`src/hw/rtl/ansc_pkg.sv`:
```
// Shared types and constants for the Annex B start code splitter.
`timescale 1ns / 1ps

package ansc_pkg;

    // Byte that ends a start code after a run of zero bytes.
    localparam logic [7:0] START_CODE_END = 8'h01;

    // Zero run codes: the run counter holds at its top value.
    localparam logic [1:0] ZERO_RUN_MAX   = 2'd3;
    localparam logic [1:0] ZERO_RUN_SHORT = 2'd2;

    // Stream bus widths.
    localparam int IN_DATA_W  = 8;
    localparam int OUT_DATA_W = 64;

    // Which results one queue entry carries.
    typedef struct packed {
        logic has_close;  // unit closed by a new start code
        logic has_flush;  // unit closed by end of stream
    } ansc_flags_t;

endpackage

```
`src/hw/rtl/ansc_front.sv`:
```
// Front end: tracks zero runs and byte position, finds start codes and queues unit bounds.
`timescale 1ns / 1ps

module ansc_front #(
    parameter int POSITION_BITS = 32
) (
    input  logic                                 aclk,
    input  logic                                 aresetn,
    input  logic                                 s_tvalid,
    output logic                                 s_tready,
    input  logic [ansc_pkg::IN_DATA_W-1:0]       s_tdata,   // [7:0] byte_value
    input  logic                                 s_tlast,   // end_of_stream
    input  logic                                 q_ready,
    output logic                                 q_push,
    output ansc_pkg::ansc_flags_t                q_flags,
    output logic [POSITION_BITS-1:0]             q_close_start,
    output logic [POSITION_BITS-1:0]             q_close_end,
    output logic [POSITION_BITS-1:0]             q_flush_start,
    output logic [POSITION_BITS:0]               q_flush_end
);
    import ansc_pkg::*;

    logic [POSITION_BITS-1:0] pos_reg, pos_next;
    logic [POSITION_BITS-1:0] start_reg, start_next;
    logic [1:0]               zrun_reg, zrun_next;
    logic                     open_reg, open_next;

    logic                     accept;
    logic                     is_zero;
    logic                     sc_hit;
    logic [1:0]               back_cnt;
    logic [POSITION_BITS-1:0] sc_pos;
    logic [POSITION_BITS-1:0] new_start;
    logic                     new_open;

    assign s_tready = q_ready;
    assign accept   = s_tvalid && s_tready;

    // Start code detection and the position where it begins.
    always_comb begin
        is_zero  = (s_tdata == '0);
        sc_hit   = (s_tdata == START_CODE_END) && (zrun_reg >= ZERO_RUN_SHORT);
        back_cnt = (zrun_reg == ZERO_RUN_MAX) ? 2'd3 : 2'd2;
        if (pos_reg >= POSITION_BITS'(back_cnt)) begin
            sc_pos = pos_reg - POSITION_BITS'(back_cnt);
        end else begin
            sc_pos = '0;
        end
        new_start = sc_hit ? sc_pos : start_reg;
        new_open  = open_reg || sc_hit;
    end

    // Queue entry: up to two closed units for this byte.
    always_comb begin
        q_flags.has_close = sc_hit && open_reg;
        q_flags.has_flush = s_tlast && new_open;
        q_close_start     = start_reg;
        q_close_end       = sc_pos;
        q_flush_start     = new_start;
        q_flush_end       = {1'b0, pos_reg} + {{POSITION_BITS{1'b0}}, 1'b1};
        q_push            = accept && (q_flags.has_close || q_flags.has_flush);
    end

    // Scanner state update; end of stream returns to the reset state.
    always_comb begin
        pos_next   = pos_reg;
        start_next = start_reg;
        zrun_next  = zrun_reg;
        open_next  = open_reg;
        if (accept) begin
            if (s_tlast) begin
                pos_next   = '0;
                start_next = '0;
                zrun_next  = '0;
                open_next  = 1'b0;
            end else begin
                pos_next   = (pos_reg != '1) ? pos_reg + 1'b1 : pos_reg;
                start_next = new_start;
                open_next  = new_open;
                if (is_zero) begin
                    zrun_next = (zrun_reg != ZERO_RUN_MAX) ? zrun_reg + 2'd1 : zrun_reg;
                end else begin
                    zrun_next = '0;
                end
            end
        end
    end

    always_ff @(posedge aclk) begin
        if (!aresetn) begin
            pos_reg   <= '0;
            start_reg <= '0;
            zrun_reg  <= '0;
            open_reg  <= 1'b0;
        end else begin
            pos_reg   <= pos_next;
            start_reg <= start_next;
            zrun_reg  <= zrun_next;
            open_reg  <= open_next;
        end
    end

endmodule

```
`src/hw/rtl/ansc_queue.sv`:
```
// Two-entry queue between the front end and the result stage.
`timescale 1ns / 1ps

module ansc_queue #(
    parameter int WIDTH = 8
) (
    input  logic             aclk,
    input  logic             aresetn,
    input  logic             push,
    input  logic [WIDTH-1:0] push_data,
    output logic             ready,
    input  logic             pop,
    output logic [WIDTH-1:0] head_data,
    output logic             valid
);
    import ansc_pkg::*;

    logic [WIDTH-1:0] mem [2];
    logic [1:0]       count_reg, count_next;
    logic             wr_ptr_reg, wr_ptr_next;
    logic             rd_ptr_reg, rd_ptr_next;

    assign ready     = (count_reg != 2'd2);
    assign valid     = (count_reg != 2'd0);
    assign head_data = mem[rd_ptr_reg];

    // Pointer and fill count bookkeeping.
    always_comb begin
        wr_ptr_next = push ? ~wr_ptr_reg : wr_ptr_reg;
        rd_ptr_next = pop ? ~rd_ptr_reg : rd_ptr_reg;
        count_next  = count_reg + {1'b0, push} - {1'b0, pop};
    end

    always_ff @(posedge aclk) begin
        if (!aresetn) begin
            count_reg  <= '0;
            wr_ptr_reg <= 1'b0;
            rd_ptr_reg <= 1'b0;
        end else begin
            count_reg  <= count_next;
            wr_ptr_reg <= wr_ptr_next;
            rd_ptr_reg <= rd_ptr_next;
        end
    end

    // Entry storage.
    always_ff @(posedge aclk) begin
        if (push) begin
            mem[wr_ptr_reg] <= push_data;
        end
    end

endmodule

```
`src/hw/rtl/ansc_back.sv`:
```
// Result stage: turns queued unit bounds into offset and length transfers.
`timescale 1ns / 1ps

module ansc_back #(
    parameter int POSITION_BITS = 32
) (
    input  logic                                 aclk,
    input  logic                                 aresetn,
    input  logic                                 q_valid,
    output logic                                 q_pop,
    input  ansc_pkg::ansc_flags_t                q_flags,
    input  logic [POSITION_BITS-1:0]             q_close_start,
    input  logic [POSITION_BITS-1:0]             q_close_end,
    input  logic [POSITION_BITS-1:0]             q_flush_start,
    input  logic [POSITION_BITS:0]               q_flush_end,
    output logic                                 m_tvalid,
    input  logic                                 m_tready,
    output logic [ansc_pkg::OUT_DATA_W-1:0]      m_tdata,   // [31:0] nal_offset, [63:32] nal_length
    output logic [0:0]                           m_tuser,   // [0] from_flush
    output logic                                 m_tlast    // last_of_run
);
    import ansc_pkg::*;

    localparam int XW = (POSITION_BITS + 1 > 32) ? POSITION_BITS + 1 : 32;

    logic                  valid_reg, valid_next;
    logic                  close_done_reg, close_done_next;
    logic [OUT_DATA_W-1:0] data_reg, data_next;
    logic                  flush_reg, flush_next;
    logic                  last_reg, last_next;

    logic                  load;
    logic                  emit_close;
    logic [XW-1:0]         start_x;
    logic [XW-1:0]         end_x;
    logic [XW-1:0]         len_x;

    assign m_tvalid = valid_reg;
    assign m_tdata  = data_reg;
    assign m_tuser  = flush_reg;
    assign m_tlast  = last_reg;

    assign load       = !valid_reg || m_tready;
    assign emit_close = q_flags.has_close && !close_done_reg;

    // Pick the next result of the head entry and work out its length.
    always_comb begin
        if (emit_close) begin
            start_x = XW'(q_close_start);
            end_x   = XW'(q_close_end);
        end else begin
            start_x = XW'(q_flush_start);
            end_x   = XW'(q_flush_end);
        end
        len_x = (end_x >= start_x) ? end_x - start_x : '0;
    end

    // Output register and per-entry progress.
    always_comb begin
        valid_next      = valid_reg;
        close_done_next = close_done_reg;
        data_next       = data_reg;
        flush_next      = flush_reg;
        last_next       = last_reg;
        q_pop           = 1'b0;
        if (load) begin
            valid_next = q_valid;
            if (q_valid) begin
                data_next  = {len_x[31:0], start_x[31:0]};
                flush_next = !emit_close;
                if (emit_close && q_flags.has_flush) begin
                    last_next       = 1'b0;
                    close_done_next = 1'b1;
                end else begin
                    last_next       = 1'b1;
                    close_done_next = 1'b0;
                    q_pop           = 1'b1;
                end
            end
        end
    end

    always_ff @(posedge aclk) begin
        if (!aresetn) begin
            valid_reg      <= 1'b0;
            close_done_reg <= 1'b0;
        end else begin
            valid_reg      <= valid_next;
            close_done_reg <= close_done_next;
        end
    end

    always_ff @(posedge aclk) begin
        data_reg  <= data_next;
        flush_reg <= flush_next;
        last_reg  <= last_next;
    end

endmodule

```
`src/hw/rtl/annexb_nal_start_code_splitter_core.sv`:
```
// Top level of the Annex B start code splitter: front end, queue and result stage.
`timescale 1ns / 1ps

// The block takes an H.264 Annex B byte stream one byte per transfer and reports
// each unit found between start codes (00 00 01 or 00 00 00 01) as one output
// transfer carrying its stream byte offset and its length, start code included.
// Bytes before the first start code are dropped. A byte with s_tlast set ends
// the stream: the open unit is flushed (m_tuser set) and the position restarts
// at zero. Positions saturate at 2^POSITION_BITS - 1; offset and length carry
// the low 32 bits. A new byte is taken every clock cycle while the two-entry
// queue between the scanner and the result stage has room; the entry for the byte
// that closes a unit is written into the queue and then loaded into the output
// register. The result stage issues one result per cycle while m_tready is high,
// so an end-of-stream byte that closes two units gives two output transfers, and
// the sustained input rate is one byte per cycle as long as m_tready stays high.
module annexb_nal_start_code_splitter_core #(
    parameter int POSITION_BITS = 32
) (
    input  logic                                 aclk,
    input  logic                                 aresetn,
    input  logic                                 s_tvalid,
    output logic                                 s_tready,
    input  logic [ansc_pkg::IN_DATA_W-1:0]       s_tdata,   // [7:0] byte_value
    input  logic                                 s_tlast,   // end_of_stream
    output logic                                 m_tvalid,
    input  logic                                 m_tready,
    output logic [ansc_pkg::OUT_DATA_W-1:0]      m_tdata,   // [31:0] nal_offset, [63:32] nal_length
    output logic [0:0]                           m_tuser,   // [0] from_flush
    output logic                                 m_tlast    // last_of_run
);
    import ansc_pkg::*;

    localparam int QW = 2 + 4 * POSITION_BITS + 1;

    logic                     q_push, q_ready, q_pop, q_valid;
    ansc_flags_t              f_flags, b_flags;
    logic [POSITION_BITS-1:0] f_close_start, f_close_end, f_flush_start;
    logic [POSITION_BITS:0]   f_flush_end;
    logic [POSITION_BITS-1:0] b_close_start, b_close_end, b_flush_start;
    logic [POSITION_BITS:0]   b_flush_end;
    logic [QW-1:0]            q_in, q_out;

    ansc_front #(
        .POSITION_BITS(POSITION_BITS)
    ) u_front (
        .aclk          (aclk),
        .aresetn       (aresetn),
        .s_tvalid      (s_tvalid),
        .s_tready      (s_tready),
        .s_tdata       (s_tdata),
        .s_tlast       (s_tlast),
        .q_ready       (q_ready),
        .q_push        (q_push),
        .q_flags       (f_flags),
        .q_close_start (f_close_start),
        .q_close_end   (f_close_end),
        .q_flush_start (f_flush_start),
        .q_flush_end   (f_flush_end)
    );

    // Pack and unpack queue entries.
    assign q_in = {f_flags, f_close_start, f_close_end, f_flush_start, f_flush_end};
    assign {b_flags, b_close_start, b_close_end, b_flush_start, b_flush_end} = q_out;

    ansc_queue #(
        .WIDTH(QW)
    ) u_queue (
        .aclk      (aclk),
        .aresetn   (aresetn),
        .push      (q_push),
        .push_data (q_in),
        .ready     (q_ready),
        .pop       (q_pop),
        .head_data (q_out),
        .valid     (q_valid)
    );

    ansc_back #(
        .POSITION_BITS(POSITION_BITS)
    ) u_back (
        .aclk          (aclk),
        .aresetn       (aresetn),
        .q_valid       (q_valid),
        .q_pop         (q_pop),
        .q_flags       (b_flags),
        .q_close_start (b_close_start),
        .q_close_end   (b_close_end),
        .q_flush_start (b_flush_start),
        .q_flush_end   (b_flush_end),
        .m_tvalid      (m_tvalid),
        .m_tready      (m_tready),
        .m_tdata       (m_tdata),
        .m_tuser       (m_tuser),
        .m_tlast       (m_tlast)
    );

    // A flushed unit is always the last result of its byte.
    assert property (@(posedge aclk) disable iff (!aresetn)
        m_tvalid && m_tuser[0] |-> m_tlast)
        else $error("flushed unit not marked last of run");

    // The result stage never takes an entry from an empty queue.
    assert property (@(posedge aclk) disable iff (!aresetn)
        q_pop |-> q_valid)
        else $error("queue popped while empty");

    // Every queued entry carries at least one result.
    assert property (@(posedge aclk) disable iff (!aresetn)
        q_valid |-> (b_flags.has_close || b_flags.has_flush))
        else $error("queue entry without a result");

    // No result is presented in the cycle after reset.
    assert property (@(posedge aclk)
        !aresetn |=> !m_tvalid)
        else $error("result valid right after reset");

endmodule

```
`config.mk`:
```
export PLATFORM = sky130hd
export DESIGN_NAME = annexb_nal_start_code_splitter_core
export DESIGN_NICKNAME = d
export VERILOG_FILES = /design/src/hw/rtl/ansc_pkg.sv /design/src/hw/rtl/ansc_front.sv /design/src/hw/rtl/ansc_queue.sv /design/src/hw/rtl/ansc_back.sv /design/src/hw/rtl/annexb_nal_start_code_splitter_core.sv
export SDC_FILE = /design/constraint.sdc
export NUM_CORES = 1
export LEC_CHECK = 0
export BUFFER_PORTS_ARGS = -buffer_cell sky130_fd_sc_hd__buf_2
export CORE_MARGIN = 3
export CORE_UTILIZATION = 62
export CTS_CLUSTER_SIZE = 8
export DETAILED_ROUTE_END_ITERATION = 12
export PLACE_DENSITY = 0.8
export SLEW_MARGIN = 30
export SYNTH_ARGS = -nofsm -noshare
export SYNTH_HDL_FRONTEND = slang
export SYNTH_HIERARCHICAL = 1
export SYNTH_SLANG_ARGS = --single-unit
```
`constraint.sdc`:
```
create_clock -name aclk -period 12.7 [get_ports aclk]
set_input_delay 1.27 -clock aclk [delete_from_list [all_inputs] [get_ports aclk]]
set_output_delay 1.27 -clock aclk [all_outputs]
set_load 0.005 [all_outputs]
```
### After elaboration in Yosys (flattened, before gate mapping)

Memories as Yosys holds them, arrays and structs flattened. A register that Yosys moved wholly into a read port is not among the register bits.
Index checks and enable logic that the tools add are counted.

* register bits: 139
* bits in writable memories: 262
* bits of input ports: 13
* memories: 1

* add/sub/neg operators: 7
* magnitude comparators: 3
* equal/unequal tests: 6
* multiplexer cells: 20
* bitwise operators: 2
* reductions and logical operators: 19

Memories
* u_queue.mem: depth 2, width 131, read ports 1, clocked after Yosys merged registers in 1, wr ports 1, RTL line ansc_queue.sv:18 `logic [WIDTH-1:0] mem [2];`

Operator list (count)
* 32-bit 2-to-1 mux: 6
* 32-bit by 1-bit adder with 33-bit output, second input constant: 1
* 33-bit by 32-bit >= comparator with 1-bit output: 1
* 33-bit 2-to-1 mux: 1
* 32-bit by 1-bit adder with 32-bit output, second input constant: 1
* 32-bit by 2-bit >= comparator with 1-bit output: 1
* 32-bit != test, second input constant: 1
* 32-bit by 2-bit subtractor with 32-bit output: 1
* 32-bit subtractor: 1
* 1-bit 2-to-1 mux: 10
* 8-bit by 1-bit equality test with 1-bit output, second input constant: 1
* 8-bit logical NOT: 1
* 1-bit logical AND: 7
* 2-bit 2-to-1 mux: 3
* 2-bit AND reduction: 3
* 2-bit != test, second input constant: 2
* 2-bit nonzero test: 2
* 1-bit logical NOT: 3
* 1-bit logical OR: 3
* 3-bit != test, second input constant: 1
* 2-bit by 1-bit adder with 2-bit output: 1
* 2-bit by 1-bit adder with 2-bit output, second input constant: 1
* 2-bit equality test, second input constant: 1
* 2-bit >= comparator, second input constant: 1
* 2 further kinds: 3

### Longest topological paths before layout

Gate-level depths: netlist of the first run.

* word-level depth: 8
* gate-level depth with buffers: 21

### Hierarchy

The synthesis of the first run kept the hierarchy.

Modules (own cells, without submodules)
* ansc_queue: times used 1, cells an instance 429, area each 10053.4 um^2
* ansc_back: times used 1, cells an instance 526, area each 4824.6 um^2
* ansc_front: times used 1, cells an instance 587, area each 4531.8 um^2

### Worst setup path after synthesis of the first run

Ideal clock, no wire load.

* kind: input to register
* from: in s_tdata[5] (netlist name)
* to: mem u_queue/mem[0][0] (netlist name), enable pin
* setup time: 639 ps
* data arrival time: 8731 ps
* required time: 12061 ps
* path slack: 3330 ps
* stages: 6
* path buffers: 1
* path through: or4_1 nor3_2 clkbuf_1 o21ai_0 a21oi_1 nor2b_1

* longest elaborated chain between the ends: 8

Ends and longest elaborated chain
* start, declared: RTL line annexb_nal_start_code_splitter_core.sv:23 `input logic [ansc_pkg::IN_DATA_W-1:0] s_tdata,`
* 8-bit by 1-bit equality test with 1-bit output (*): RTL line ansc_front.sv:42 `sc_hit = (s_tdata == START_CODE_END) && (zrun_reg >= ZERO_RUN_SHORT);`
* 1-bit logical AND (*): RTL line ansc_front.sv:42
* 1-bit logical OR: RTL line ansc_front.sv:50 `new_open = open_reg || sc_hit;`
* 1-bit logical AND: RTL line ansc_front.sv:56 `q_flags.has_flush = s_tlast && new_open;`
* 1-bit logical OR (*): RTL line ansc_front.sv:61 `q_push = accept && (q_flags.has_close || q_flags.has_flush);`
* 1-bit logical AND (*): RTL line ansc_front.sv:61
* via q_push: RTL line annexb_nal_start_code_splitter_core.sv:35 `logic q_push, q_ready, q_pop, q_valid;`
* 1-bit 2-to-1 mux (*): RTL line ansc_queue.sv:48 `if (push) begin`
* 1-bit 2-to-1 mux (implied by the code) (*): RTL line ansc_queue.sv:49 `mem[wr_ptr_reg] <= push_data;`
* end, declared: RTL line ansc_queue.sv:18

Mark *: on every way through the listed nets, which the timed path passes. The rest lies on a longest branch.

==> summary.txt, run 1 <==
Run status
  • Status: finished, final reports clean

Synth
  • Simple-gate area share of the yosys netlist: 11.44%
  • Most numerous cell in the Yosys netlist: edfxtp_1
  • Synth area leader: edfxtp_1
  • Flops & latches, synth: 402
  • Cells after Synth: 1542
  • Mapped Nets: 1596
  • Post-Syn Area per Cell: 12.59 µm²
  • Synth top area share: 50.74%
  • Post-Syn Area: 0.01941 mm²
  • Post-synthesis cell type count: 76
  • Compound-Gate Fraction of Synth Area: 8.296%
  • Yosys Warn Count: 6
  • Largest family of logic cells by synthesized area: multiplexers
  • Synth async-reset ratio: 0%
  • Register area share after synthesis: 58.38%
  • Main area contributors after synthesis: edfxtp_1 51%, dfxtp_1 7.6%, mux2_4 7.0%
  • Ys flop type: edfxtp_1
  • Post-synthesis adder-cell area fraction: 2.682%
  • EDFF count, synth: 328
  • Post-synth top cells: 328 x edfxtp_1, 164 x nand2_1, 92 x nor2_1
  • Multiplexer share of the synthesized area: 11.83%
  • Post-Synth XOR/XNOR Area: 3.545%

CTS
  • Clk root buf: clkbuf_16
  • Hold_buf cts: 0
  • Cts repair resizes: 0
  • TritonCTS Sinks: 402
  • Clk Latency, worst-skew pair: 0.57 ns
  • CTS clk-pin slew, worst paths: 0.05 ns
  • H-tree levels: 2
  • Maximum clock path buffer count: 3
  • CTS tree: yes
  • Postcts setup bufs: 0
  • CTS buffer count: 56

Timing
  • Final Cycle Share: 43.41%
  • Clk_skew: 0.01464 ns
  • Worst-margin pin slew: 0.9858 ns
  • Final setup viols: 0
  • RSZ-0062 raised after global routing: false
  • Worst slew margin: 34.28%
  • Final hold vios: 0
  • Setup TNS: 0 ns
  • Crit path time final: 5.512 ns
  • Hold_ws: 0.4826 ns
  • Fmax achieved: 0.1814 GHz
  • Pins Over Slew Limit: 0

Worst setup path
  • Critical-path cell list: buf_4, buf_4, mux2_2, mux2i_1, ha_1, nor2b_1, o21bai_1, a211oi_2, nor3_1, o311ai_1, a31oi_1, nor3b_1, nor4_1
  • Req. time, crit path: 12.99 ns
  • CP dominant cell by count: buf_4
  • Reg2Reg Depth: 13
  • Crit path DAT: 5.80 ns
  • R2r setup slk: 7.19 ns
  • Crit-path slowest cell: buf_4
  • Max incr delay on CP: 0.85 ns
  • Worst setup SP type: register
  • Crit Path Class: register to register
  • CP Max Fanout: 54
  • Critical R2R Capture: u_back/m_tdata[63]
  • Setup crit end kind: register

Global routing
  • Initial antenna violation count: 0
  • GRT Total Usage: 26.17%
  • Vias in the first global route: 12620
  • Largest net degree at the start of global routing: 78
  • First-pass GRT wire length: 68800 µm
  • Grt ovf: 0

Route
  • DRT iter0 DRCs: 1628
  • DRT antenna net count: 0
  • DRT Pass-1 Iters: 6
  • Residual DRC: 0
  • DR vias: 12780
  • Via-to-Cell Ratio: 6.252
  • Routed WL per cell: 21.70 µm
  • Routed Wire Length: 44360 µm

Layout
  • Fillers: 1995
  • Max reg flops: 262
  • Layout area overhead: 11.59%
  • Inserted Diodes: 0
  • Register with the most flip-flops: u_queue/mem
  • Post-layout util: 70.44%
  • Fin nets: 1655
  • Layout cells sized above 1: 20.39%

Floorplan
  • Number of I/O pins: 81
  • Row count: 64
  • Core ar.: 0.03075 mm²
  • Die Footprint: 0.03347 mm²
  • Die Width: 182.9 µm
  • Die H: 182.9 µm
  • Initial cell density of the core: 63.12%

Placed design
  • Hpwl dp: 28550 µm
  • I/O Buffers: 80
  • Gpl congestion: 0.9605

Worst hold path
  • Hold Path Class: register to register
  • Hold Path Sink: u_queue/mem[1][110]
  • Min-delay src: u_front/q_close_start[13]
  • Worst Hold Depth: 0

Job
  • Number of max-cap violations: 0

Power and ir drop
  • Peak supply drop: 0.1463 mV
  • Pwr dens: 200.0 mW/mm²
  • Final Total Pwr: 0.004333 W
  • LEAKAGE: 8.363 nW
-- layout by cell type (no fill, tap or decap), types with 43 or more instances in the layout --
master / instances
a31oi_1: 43
buf_2: 80
clkbuf_1: 44
clkbuf_16: 59
dfxtp_1: 73
edfxtp_1: 328
inv_1: 60
mux2_2: 51
mux2_4: 90
nand2_1: 164
nor2_1: 91
xnor2_1: 49
-- worst max-delay path by stage --
stage / cells after the start / slack (ns) / from / to
floorplan: 6 / 3.33 / s_tdata[5] / u_queue/mem[0][0]
global placement: 13 / 7.11 / register / u_back/m_tdata[63]
detailed placement: 13 / 6.96 / register / u_back/m_tdata[34]
CTS: 13 / 6.96 / register / u_back/m_tdata[39]
global route: 13 / 6.83 / register / u_back/m_tdata[63]
finish: 13 / 7.19 / register / u_back/m_tdata[63]
-- logic make-up after synthesis --
logic type / after synthesis
flip-flops: 402
multiplexers: 178
adder cells (fa/ha/maj): 41
buffers and inverters: 161
XOR/XNOR: 77
AND/OR/NAND/NOR: 455
AO/OA/AOI/OAI: 228
-- critical path, delay by kind of cell, from the launching register on --
kind                     cells  cell delay (ns)
buffers and inverters        2             1.69
AND/OR/NAND/NOR              4             1.03
AO/OA/AOI/OAI                4             0.94
multiplexers                 2             0.65
flip-flops                   1             0.60
adder cells (fa/ha/maj)      1             0.29
-- layer usage --
metal	routed length, µm	global-route usage [%]	part of all wire (%)	vias to the layer above
met2	20960	41.93	47	635
li1	-	-	-	5826
met3	3934	3.828	8.9	119
met1	17930	36.74	40	6199
met5	0	0	0	-
met4	1535	10.09	3.5	0
-- area by class of cell --
cell class	count	area [µm²]	share of cell area, %
clock buffers	104	1655	7.643
clock inverters	1	16.27	0.07510
repair buffers	100	569.3	2.628
inverters	62	232.7	1.074
multi-input cells	979	7356	33.96
well taps	396	495.5	2.288
flip-flops and latches	402	11330	52.33
-- where the power goes --
group	total [W]	switching, W	internal [W]	leakage [nW]
logic	0.00129	0.000757	0.000532	3.72
clock network	0.00139	0.000522	0.000864	0.793
registers	0.00166	0.0000458	0.00161	3.85
total	0.00433	0.00133	0.00301	8.36
-- per-stage QoR --
stage                     worst slack [ns]  area [µm²]  instances
after CTS                            6.957       21630       2043
after global routing                 6.826       21660       2044
after global placement               7.106       19960       1938
after floorplan                      3.330       19410       1542
final                                7.188       21660       2044
after detailed placement             6.961       19960       1938
Power figures use the tool's default switching activity.
==> inputs of run 2 (changes only) <==
--- a/config.mk
+++ b/config.mk
@@ -5,12 +5,13 @@
 export SDC_FILE = /design/constraint.sdc
 export NUM_CORES = 1
 export LEC_CHECK = 0
+export ABC_AREA = 1
 export BUFFER_PORTS_ARGS = -buffer_cell sky130_fd_sc_hd__buf_2
 export CORE_MARGIN = 3
-export CORE_UTILIZATION = 62
+export CORE_UTILIZATION = 63
 export CTS_CLUSTER_SIZE = 8
 export DETAILED_ROUTE_END_ITERATION = 12
-export PLACE_DENSITY = 0.8
+export PLACE_DENSITY = 0.81
 export SLEW_MARGIN = 30
 export SYNTH_ARGS = -nofsm -noshare
 export SYNTH_HDL_FRONTEND = slang
==> constraint.sdc (replaced) <==
create_clock -name aclk -period 5.45 [get_ports aclk]
set_input_delay 0.545 -clock aclk [delete_from_list [all_inputs] [get_ports aclk]]
set_output_delay 0.545 -clock aclk [all_outputs]
set_load 0.005 [all_outputs]
==> run 2 against run 1 <==
  * Via count up 24%
  * First-iteration DRC count down 6.6%
  * Largest cell class unchanged
  * Sequential power up 130%
  * Area after synthesis up 10%
  * Critical path depth up 3
  * Non-clock buffer count down 4
  * Power rose to 2.7 times the previous value
  * Sequential cell count unchanged
  * Final area up 8.9%
  * Setup slack worse by 5.9 ns
  * Maximum frequency up 33%
==> summary.txt, run 2 <==
Timing
  • Crit path time final: 4.137 ns (-1.376 ns)
  • Clk_skew: 0.01523 ns (+0.0005935 ns)
  • Final setup viols: 0 (unchanged)
  • Final hold vios: 0 (unchanged)
  • Fmax achieved: 0.2417 GHz (+33%)
  • Final Cycle Share: 75.90% (+32 points)
  • Worst slew margin: 33.57% (-0.71 points)
  • Hold_ws: 0.2569 ns (-0.2257 ns)
  • Pins Over Slew Limit: 0 (unchanged)
  • Setup TNS: 0 ns (unchanged)
  • Worst-margin pin slew: 0.9965 ns (+0.01070 ns)
  • RSZ-0062 raised after global routing: false

CTS
  • Postcts setup bufs: 0 (unchanged)
  • CTS tree: yes
  • TritonCTS Sinks: 402 (unchanged)
  • Clk root buf: clkbuf_16
  • CTS buffer count: 56 (unchanged)
  • Hold_buf cts: 0 (unchanged)
  • Clk Latency, worst-skew pair: 0.57 ns (about the same)
  • Cts repair resizes: 0 (unchanged)
  • Maximum clock path buffer count: 3 (unchanged)
  • H-tree levels: 2 (unchanged)
  • CTS clk-pin slew, worst paths: 0.05 ns (about the same)

Global routing
  • Initial antenna violation count: 0 (unchanged)
  • Vias in the first global route: 15590 (+24%)
  • Largest net degree at the start of global routing: 131 (+68%)
  • Grt ovf: 0 (unchanged)
  • GRT Total Usage: 29.56% (+3.4 points)
  • First-pass GRT wire length: 82990 µm (+21%)

Power and ir drop
  • Pwr dens: 499.9 mW/mm² (+150%)
  • Peak supply drop: 0.4131 mV (+180%)
  • LEAKAGE: 10.12 nW (+21%)

Worst setup path
  • Crit Path Class: register to register
  • Worst setup SP type: register
  • Req. time, crit path: 5.77 ns (-7.22 ns)
  • Max incr delay on CP: 0.61 ns (-0.24 ns)
  • CP Depth: 16 (+3)
  • CP Max Fanout: 130 (+140%)
  • Critical-path cell list: buf_12, mux2_4, inv_1, o21ai_0, inv_1, fa_1, inv_1, nand3_1, nand3_1, nand3_1, nand3_1, nand2_1, nand2_1, nand2_1, nand2_2, nor2_2
  • R2r setup slk: 1.31 ns (-5.87 ns)
  • WP buf/inv: 4 (+2)
  • CP dominant cell by count: nand3_1
  • Reg2Reg Depth: 16 (+3)
  • Crit-path slowest cell: buf_12
  • Setup crit end kind: register
  • Crit path DAT: 4.46 ns (-1.34 ns)
  • Worst path top cell family by delay: simple AND/OR/NAND/NOR gates
  • Critical R2R Capture: u_back/m_tdata[60]

Synth
  • Synth area leader: edfxtp_1
  • Post-Syn Area per Cell: 9.544 µm² (-24%)
  • Post-Syn Area: 0.02135 mm² (+10%)
  • Cells after Synth: 2237 (+45%)
  • Post-synthesis cell type count: 45 (-41%)
  • Most numerous cell in the Yosys netlist: nand2_1
  • Flops & latches, synth: 402 (unchanged)
  • Post-synth top cells: 647 x nand2_1, 328 x edfxtp_1, 279 x inv_1
  • Ys flop type: edfxtp_1
  • Synth top area share: 46.13% (-4.6 points)
  • Mapped Nets: 2291 (+44%)
  • Register area share after synthesis: 53.07% (-5.3 points)
  • Yosys Warn Count: 6 (unchanged)
  • EDFF count, synth: 328 (unchanged)
  • Main area contributors after synthesis: edfxtp_1 46%, nand2_1 11%, dfxtp_1 6.9%
  • Synth async-reset ratio: 0% (unchanged)

Worst hold path
  • Hold Path Sink: u_back/m_tvalid
  • Hold Path Class: input port to register
  • Worst Hold Depth: 4 (+4)
  • Min-delay src: m_tready

Placed design
  • Cells after DPL: 2696 (+39%)
  • Hpwl dp: 36320 µm (+27%)
  • Gpl congestion: 0.9696 (+0.95%)
  • I/O Buffers: 80 (unchanged)

Route
  • DRT antenna net count: 0 (unchanged)
  • Routed WL per cell: 19.04 µm (-12%)
  • DR vias: 15860 (+24%)
  • Via-to-Cell Ratio: 5.669 (-9.3%)
  • Residual DRC: 0 (unchanged)
  • DRT Pass-1 Iters: 6 (unchanged)
  • Routed Wire Length: 53260 µm (+20%)
  • DRT iter0 DRCs: 1520 (-6.6%)

Layout
  • Inserted Diodes: 0 (unchanged)
  • Register with the most flip-flops: u_queue/mem
  • Layout area overhead: 10.52%
  • Leading cell type in the layout, fill and taps excluded: nand2_1
  • Most frequent cells in the layout: 647 x nand2_1, 328 x edfxtp_1, 276 x inv_1, 164 x nor2_1, 103 x nand3_1
  • Max reg flops: 262 (unchanged)
  • Fin nets: 2366 (+43%)
  • Post-route insts no fill: 2797 (+37%)
  • Layout cells sized above 1: 18.26% (-2.1 points)
  • Fillers: 2307 (+16%)

Floorplan
  • Initial cell density of the core: 64.80% (+1.7 points)
  • Core ar.: 0.03295 mm² (+7.2%)
  • Die Width: 190.1 µm (+3.9%)
  • Die H: 190.1 µm (+3.9%)
  • Number of I/O pins: 81 (unchanged)
  • Row count: 66 (+3.1%)
  • Die Footprint: 0.03613 mm² (+8.0%)

Run status
  • Status: finished, final reports clean

Job
  • Number of max-cap violations: 0 (unchanged)
run 2: cell types whose count changed in the layout (fill, tap and decap cells not counted), sizes merged, moves of 22 or more:
cell	before	now
a21oi	38	90
a31oi	43	0
inv	62	291
mux2i	37	1
nand2	165	667
nand3	34	126
nor2	95	196
o2bb2ai	24	0
o31ai	22	0
or2	4	48
xnor2	49	1
run 2: worst max path at each step:
stage                          end  slack [ns]       start
2_1_floorplan    u_queue/mem[1][0]        0.58  s_tdata[4]
3_3_place_gp   u_queue/mem[1][117]        1.54  s_tdata[4]
3_5_place_dp    u_queue/mem[1][33]        1.43  s_tdata[4]
4_1_cts         u_back/m_tdata[60]        1.54    register
5_1_grt         u_back/m_tdata[60]        1.22    register
6_report        u_back/m_tdata[60]        1.31    register
run 2: cells by family after synthesis:
logic type	share of synthesized area [%]
buffers and inverters	7.513
AO/OA/AOI/OAI	3.973
AND/OR/NAND/NOR	22.83
multiplexers	8.538
XOR/XNOR	1.641
adder cells (fa/ha/maj)	2.438
flip-flops	53.07
run 2: routing by layer:
metal / vias up / share of wire [%] / track usage [%]
met2: 767 / 47 / 48.81
met5: - / 0 / 0
met3: 144 / 8.8 / 5.123
met4: 0 / 4.1 / 12.88
li1: 7459 / - / -
met1: 7487 / 40 / 38.65
run 2: cell type report:
type                            count  area [µm²]  area share, %
Clock buffer                      101        1612          6.829
Timing Repair Buffer               96       558.0          2.365
Sequential cell                   402       11330          48.03
Tap cell                          442       553.0          2.344
Multi-Input combinational cell   1463        8433          35.74
Inverter                          293        1107          4.692
run 2: where the power goes:
part / total, W / internal (W) / switching (W) / leakage [nW]
clock network: 0.00317 / 0.00196 / 0.00121 / 0.766
logic: 0.00478 / 0.00170 / 0.00308 / 5.76
registers: 0.00384 / 0.00378 / 0.0000650 / 3.60
total: 0.0118 / 0.00744 / 0.00436 / 10.1
run 2: per-stage QoR:
| stage | utilization (%) | instance area [µm²] | power, W | worst slack [ns] |
|---|---|---|---|---|
| after floorplan | - | 21360 | 0.007403 | 0.5769 |
| after global placement | 66.73 | 21990 | 0.008488 | 1.544 |
| after detailed placement | 66.73 | 21990 | 0.008572 | 1.435 |
| after CTS | 71.62 | 23600 | 0.01178 | 1.535 |
| after global routing | 71.62 | 23600 | 0.01249 | 1.223 |
| final | 71.62 | 23600 | 0.01180 | 1.313 |
run 2: worst min-delay path: stages:
cell and delay [ns]:
buf_2 0.08, inv_1 0.03, nand2_1 0.06, a21oi_1 0.06
==> inputs of run 3 (changes only) <==
==> constraint.sdc (replaced) <==
create_clock -name aclk -period 4.25 [get_ports aclk]
set_input_delay 0.425 -clock aclk [delete_from_list [all_inputs] [get_ports aclk]]
set_output_delay 0.425 -clock aclk [all_outputs]
set_load 0.005 [all_outputs]
==> run 3 against run 2 <==
  * Non-clock buffer count is 9 higher
  * Clock skew is 0.0046 ns higher
  * Maximum frequency is 10% higher
  * Final area is 0.67% higher
  * Count of clock-buffer cells in the layout is 1 lower
  * Core utilization is 0.48 points higher
  * Global-route usage is 0.83 points higher
  * Sequential power is 28% higher
  * Wire length is 1.7% higher
  * Cell count is 0.46% higher
==> summary.txt, run 3 (synthesis results as in run 2) <==
Run status
  • Status: finished, final reports clean

Floorplan
  • Number of I/O pins: 81 (unchanged)
  • Die Width: 190.1 µm (unchanged)
  • Core ar.: 0.03295 mm² (unchanged)
  • Initial cell density of the core: 64.80% (unchanged)
  • Die H: 190.1 µm (unchanged)
  • Die Footprint: 0.03613 mm² (unchanged)
  • Row count: 66 (unchanged)

Route
  • Residual DRC: 0 (unchanged)
  • DRT iter0 DRCs: 1453 (-4.4%)
  • DR vias: 15660 (-1.2%)
  • DRT Pass-1 Iters: 5 (-1)
  • Routed Wire Length: 54160 µm (+1.7%)
  • Routed WL per cell: 19.27 µm (+1.2%)
  • DRT antenna net count: 0 (unchanged)
  • Via-to-Cell Ratio: 5.573 (-1.7%)

Layout
  • Leading cell type in the layout, fill and taps excluded: nand2_1
  • Layout cells sized above 1: 18.75% (+0.49 points)
  • Register area: 0.01133 mm² (unchanged)
  • Fillers: 2423 (+5.0%)
  • Register with the most flip-flops: u_queue/mem
  • Fin nets: 2376 (+0.42%)
  • Area of the multi-input gates: 0.008433 mm² (unchanged)
  • Post-route insts no fill: 2810 (+0.46%)
  • Inserted Diodes: 0 (unchanged)
  • Most frequent cells in the layout: 647 x nand2_1, 328 x edfxtp_1, 276 x inv_1, 164 x nor2_1, 103 x nand3_1
  • Post-route cell area: 0.02376 mm² (+0.67%)
  • Max reg flops: 262 (unchanged)
  • Layout area overhead: 11.27%

Power and ir drop
  • Clk pwr share: 27.1% (+0.2 points)
  • Pwr dens: 642.9 mW/mm² (+29%)
  • Internal: 0.009575 W (+29%)
  • Peak supply drop: 0.4309 mV (+4.3%)
  • LEAKAGE: 10.20 nW (+0.76%)
  • Gate power share: 40.6% (about the same)
  • Switching power: 0.005697 W (+31%)
  • Net Sw Frac: 37.30% (+0.36 points)
  • Part of the power in registers: 32.3% (-0.3 points)

Timing
  • Final WS setup: 0.4980 ns (-0.8153 ns)
  • Crit path time final: 3.752 ns (-0.3847 ns)
  • RSZ-0062 raised after global routing: false
  • Setup TNS: 0 ns (unchanged)
  • Final setup viols: 0 (unchanged)
  • Final hold vios: 0 (unchanged)
  • Fmax achieved: 0.2665 GHz (+10%)
  • Pins Over Slew Limit: 0 (unchanged)
  • Worst-margin pin slew: 0.8405 ns (-0.1559 ns)
  • Final Cycle Share: 88.28% (+12 points)
  • Clk_skew: 0.01980 ns (+0.004570 ns)
  • Worst slew margin: 43.88% (+10 points)

Worst setup path
  • Crit-path slowest cell: fa_1
  • Worst path top cell family by delay: simple AND/OR/NAND/NOR gates
  • Crit path DAT: 4.10 ns (-0.36 ns)
  • WP buf/inv: 4 (unchanged)
  • R2r setup slk: 0.50 ns (-0.82 ns)
  • Setup crit end kind: register
  • Crit Path Class: register to register
  • Max incr delay on CP: 0.47 ns (-0.14 ns)
  • Critical-path cell list: buf_12, mux2_2, or2_2, o21ai_0, inv_1, fa_1, inv_1, nand3_1, nand3_1, nand2_1, nand2_1, nand3_1, nand4_1, nand2_1, nand2_1, inv_1
  • CP dominant cell by count: nand2_1
  • CP Max Fanout: 79 (-39%)
  • Worst setup SP type: register
  • Req. time, crit path: 4.60 ns (-1.17 ns)

Global routing
  • Initial antenna violation count: 1 (+1)
  • Grt ovf: 0 (unchanged)
  • First-pass GRT wire length: 84830 µm (+2.2%)
  • Largest net degree at the start of global routing: 89 (-32%)
  • GRT Total Usage: 30.39% (+0.83 points)
  • Vias in the first global route: 15560 (-0.17%)

Placed design
  • Dpl ws: 0.5449 ns (-0.8897 ns)
  • Gpl congestion: 0.9741 (+0.46%)
  • I/O Buffers: 80 (unchanged)
  • Hpwl dp: 38290 µm (+5.4%)
  • Placed cell areas: 0.02209 mm² (+0.48%)
  • Cells after DPL: 2705 (+0.33%)

CTS
  • TritonCTS Sinks: 402 (unchanged)
  • H-tree levels: 2 (unchanged)
  • CTS clk-pin slew, worst paths: 0.05 ns (about the same)
  • CTS tree: yes
  • CTS buffer count: 57 (+1.8%)
  • Clk Latency, worst-skew pair: 0.60 ns (+0.03 ns)
  • Clk root buf: clkbuf_16
  • Postcts setup bufs: 0 (unchanged)
  • Cts repair resizes: 0 (unchanged)
  • Maximum clock path buffer count: 3 (unchanged)
  • Hold_buf cts: 0 (unchanged)

Worst hold path
  • Hold Path Class: input port to register

Job
  • Number of max-cap violations: 0 (unchanged)
==> run 3: cell types whose count changed in the layout (fill, tap and decap cells not counted), moves of 2 or more <==
cell / previous run / this run
buf_4: 13 / 19
clkinv_2: 0 / 2
buf_12: 3 / 6
clkinv_8: 0 / 2
==> run 3: layout make-up <==
type | instances | share of cell area [%]
inverters | 293 | 4.672
well taps | 442 | 2.328
flip-flops and latches | 402 | 47.71
clock inverters | 5 | 0.2317
clock buffers | 100 | 6.768
repair buffers | 105 | 2.791
multi-input cells | 1463 | 35.50
==> run 3: power groups by stage <==
stage          Clock, W  Sequential [W]  Combinational (W)
6_report        0.00415         0.00493            0.00619
5_1_grt         0.00439         0.00496            0.00688
4_1_cts         0.00419         0.00494            0.00618
3_3_place_gp          0         0.00500            0.00608
2_1_floorplan         0         0.00507            0.00443
3_5_place_dp          0         0.00501            0.00615
==> run 3: worst paths after layout <==
check | from | endpoint | cells past startpoint
worst min register to register | u_front/q_close_start[31] | u_queue/mem[1][128] | 0
worst max-delay path | register | u_back/m_tdata[56] | 16
worst min-delay path | aresetn | u_queue/count_reg[0] | 3
worst max register to register | register | u_back/m_tdata[56] | 16
==> run 3: tightest hold or removal path, delay by kind of cell <==
kind / cells / cell delay [ns]
simple gates: 1 / 0.06
buf+inv: 2 / 0.17
==> run 3: through the flow <==
stage	total power [W]	util, %	hold WS (ns)
2_1_floorplan	0.009493	-	0.4403
5_1_grt	0.01623	72.10	0.1051
3_5_place_dp	0.01117	67.05	0.4669
3_3_place_gp	0.01108	67.05	0.4489
6_report	0.01527	72.10	0.1128
4_1_cts	0.01532	72.10	0.08664
==> run 3: metal layers <==
metal	GRT usage (%)	share of wire, %
met2	50.42	48
met3	4.607	7.6
met1	40.25	41
met4	12.68	3.7
met5	0	0.031
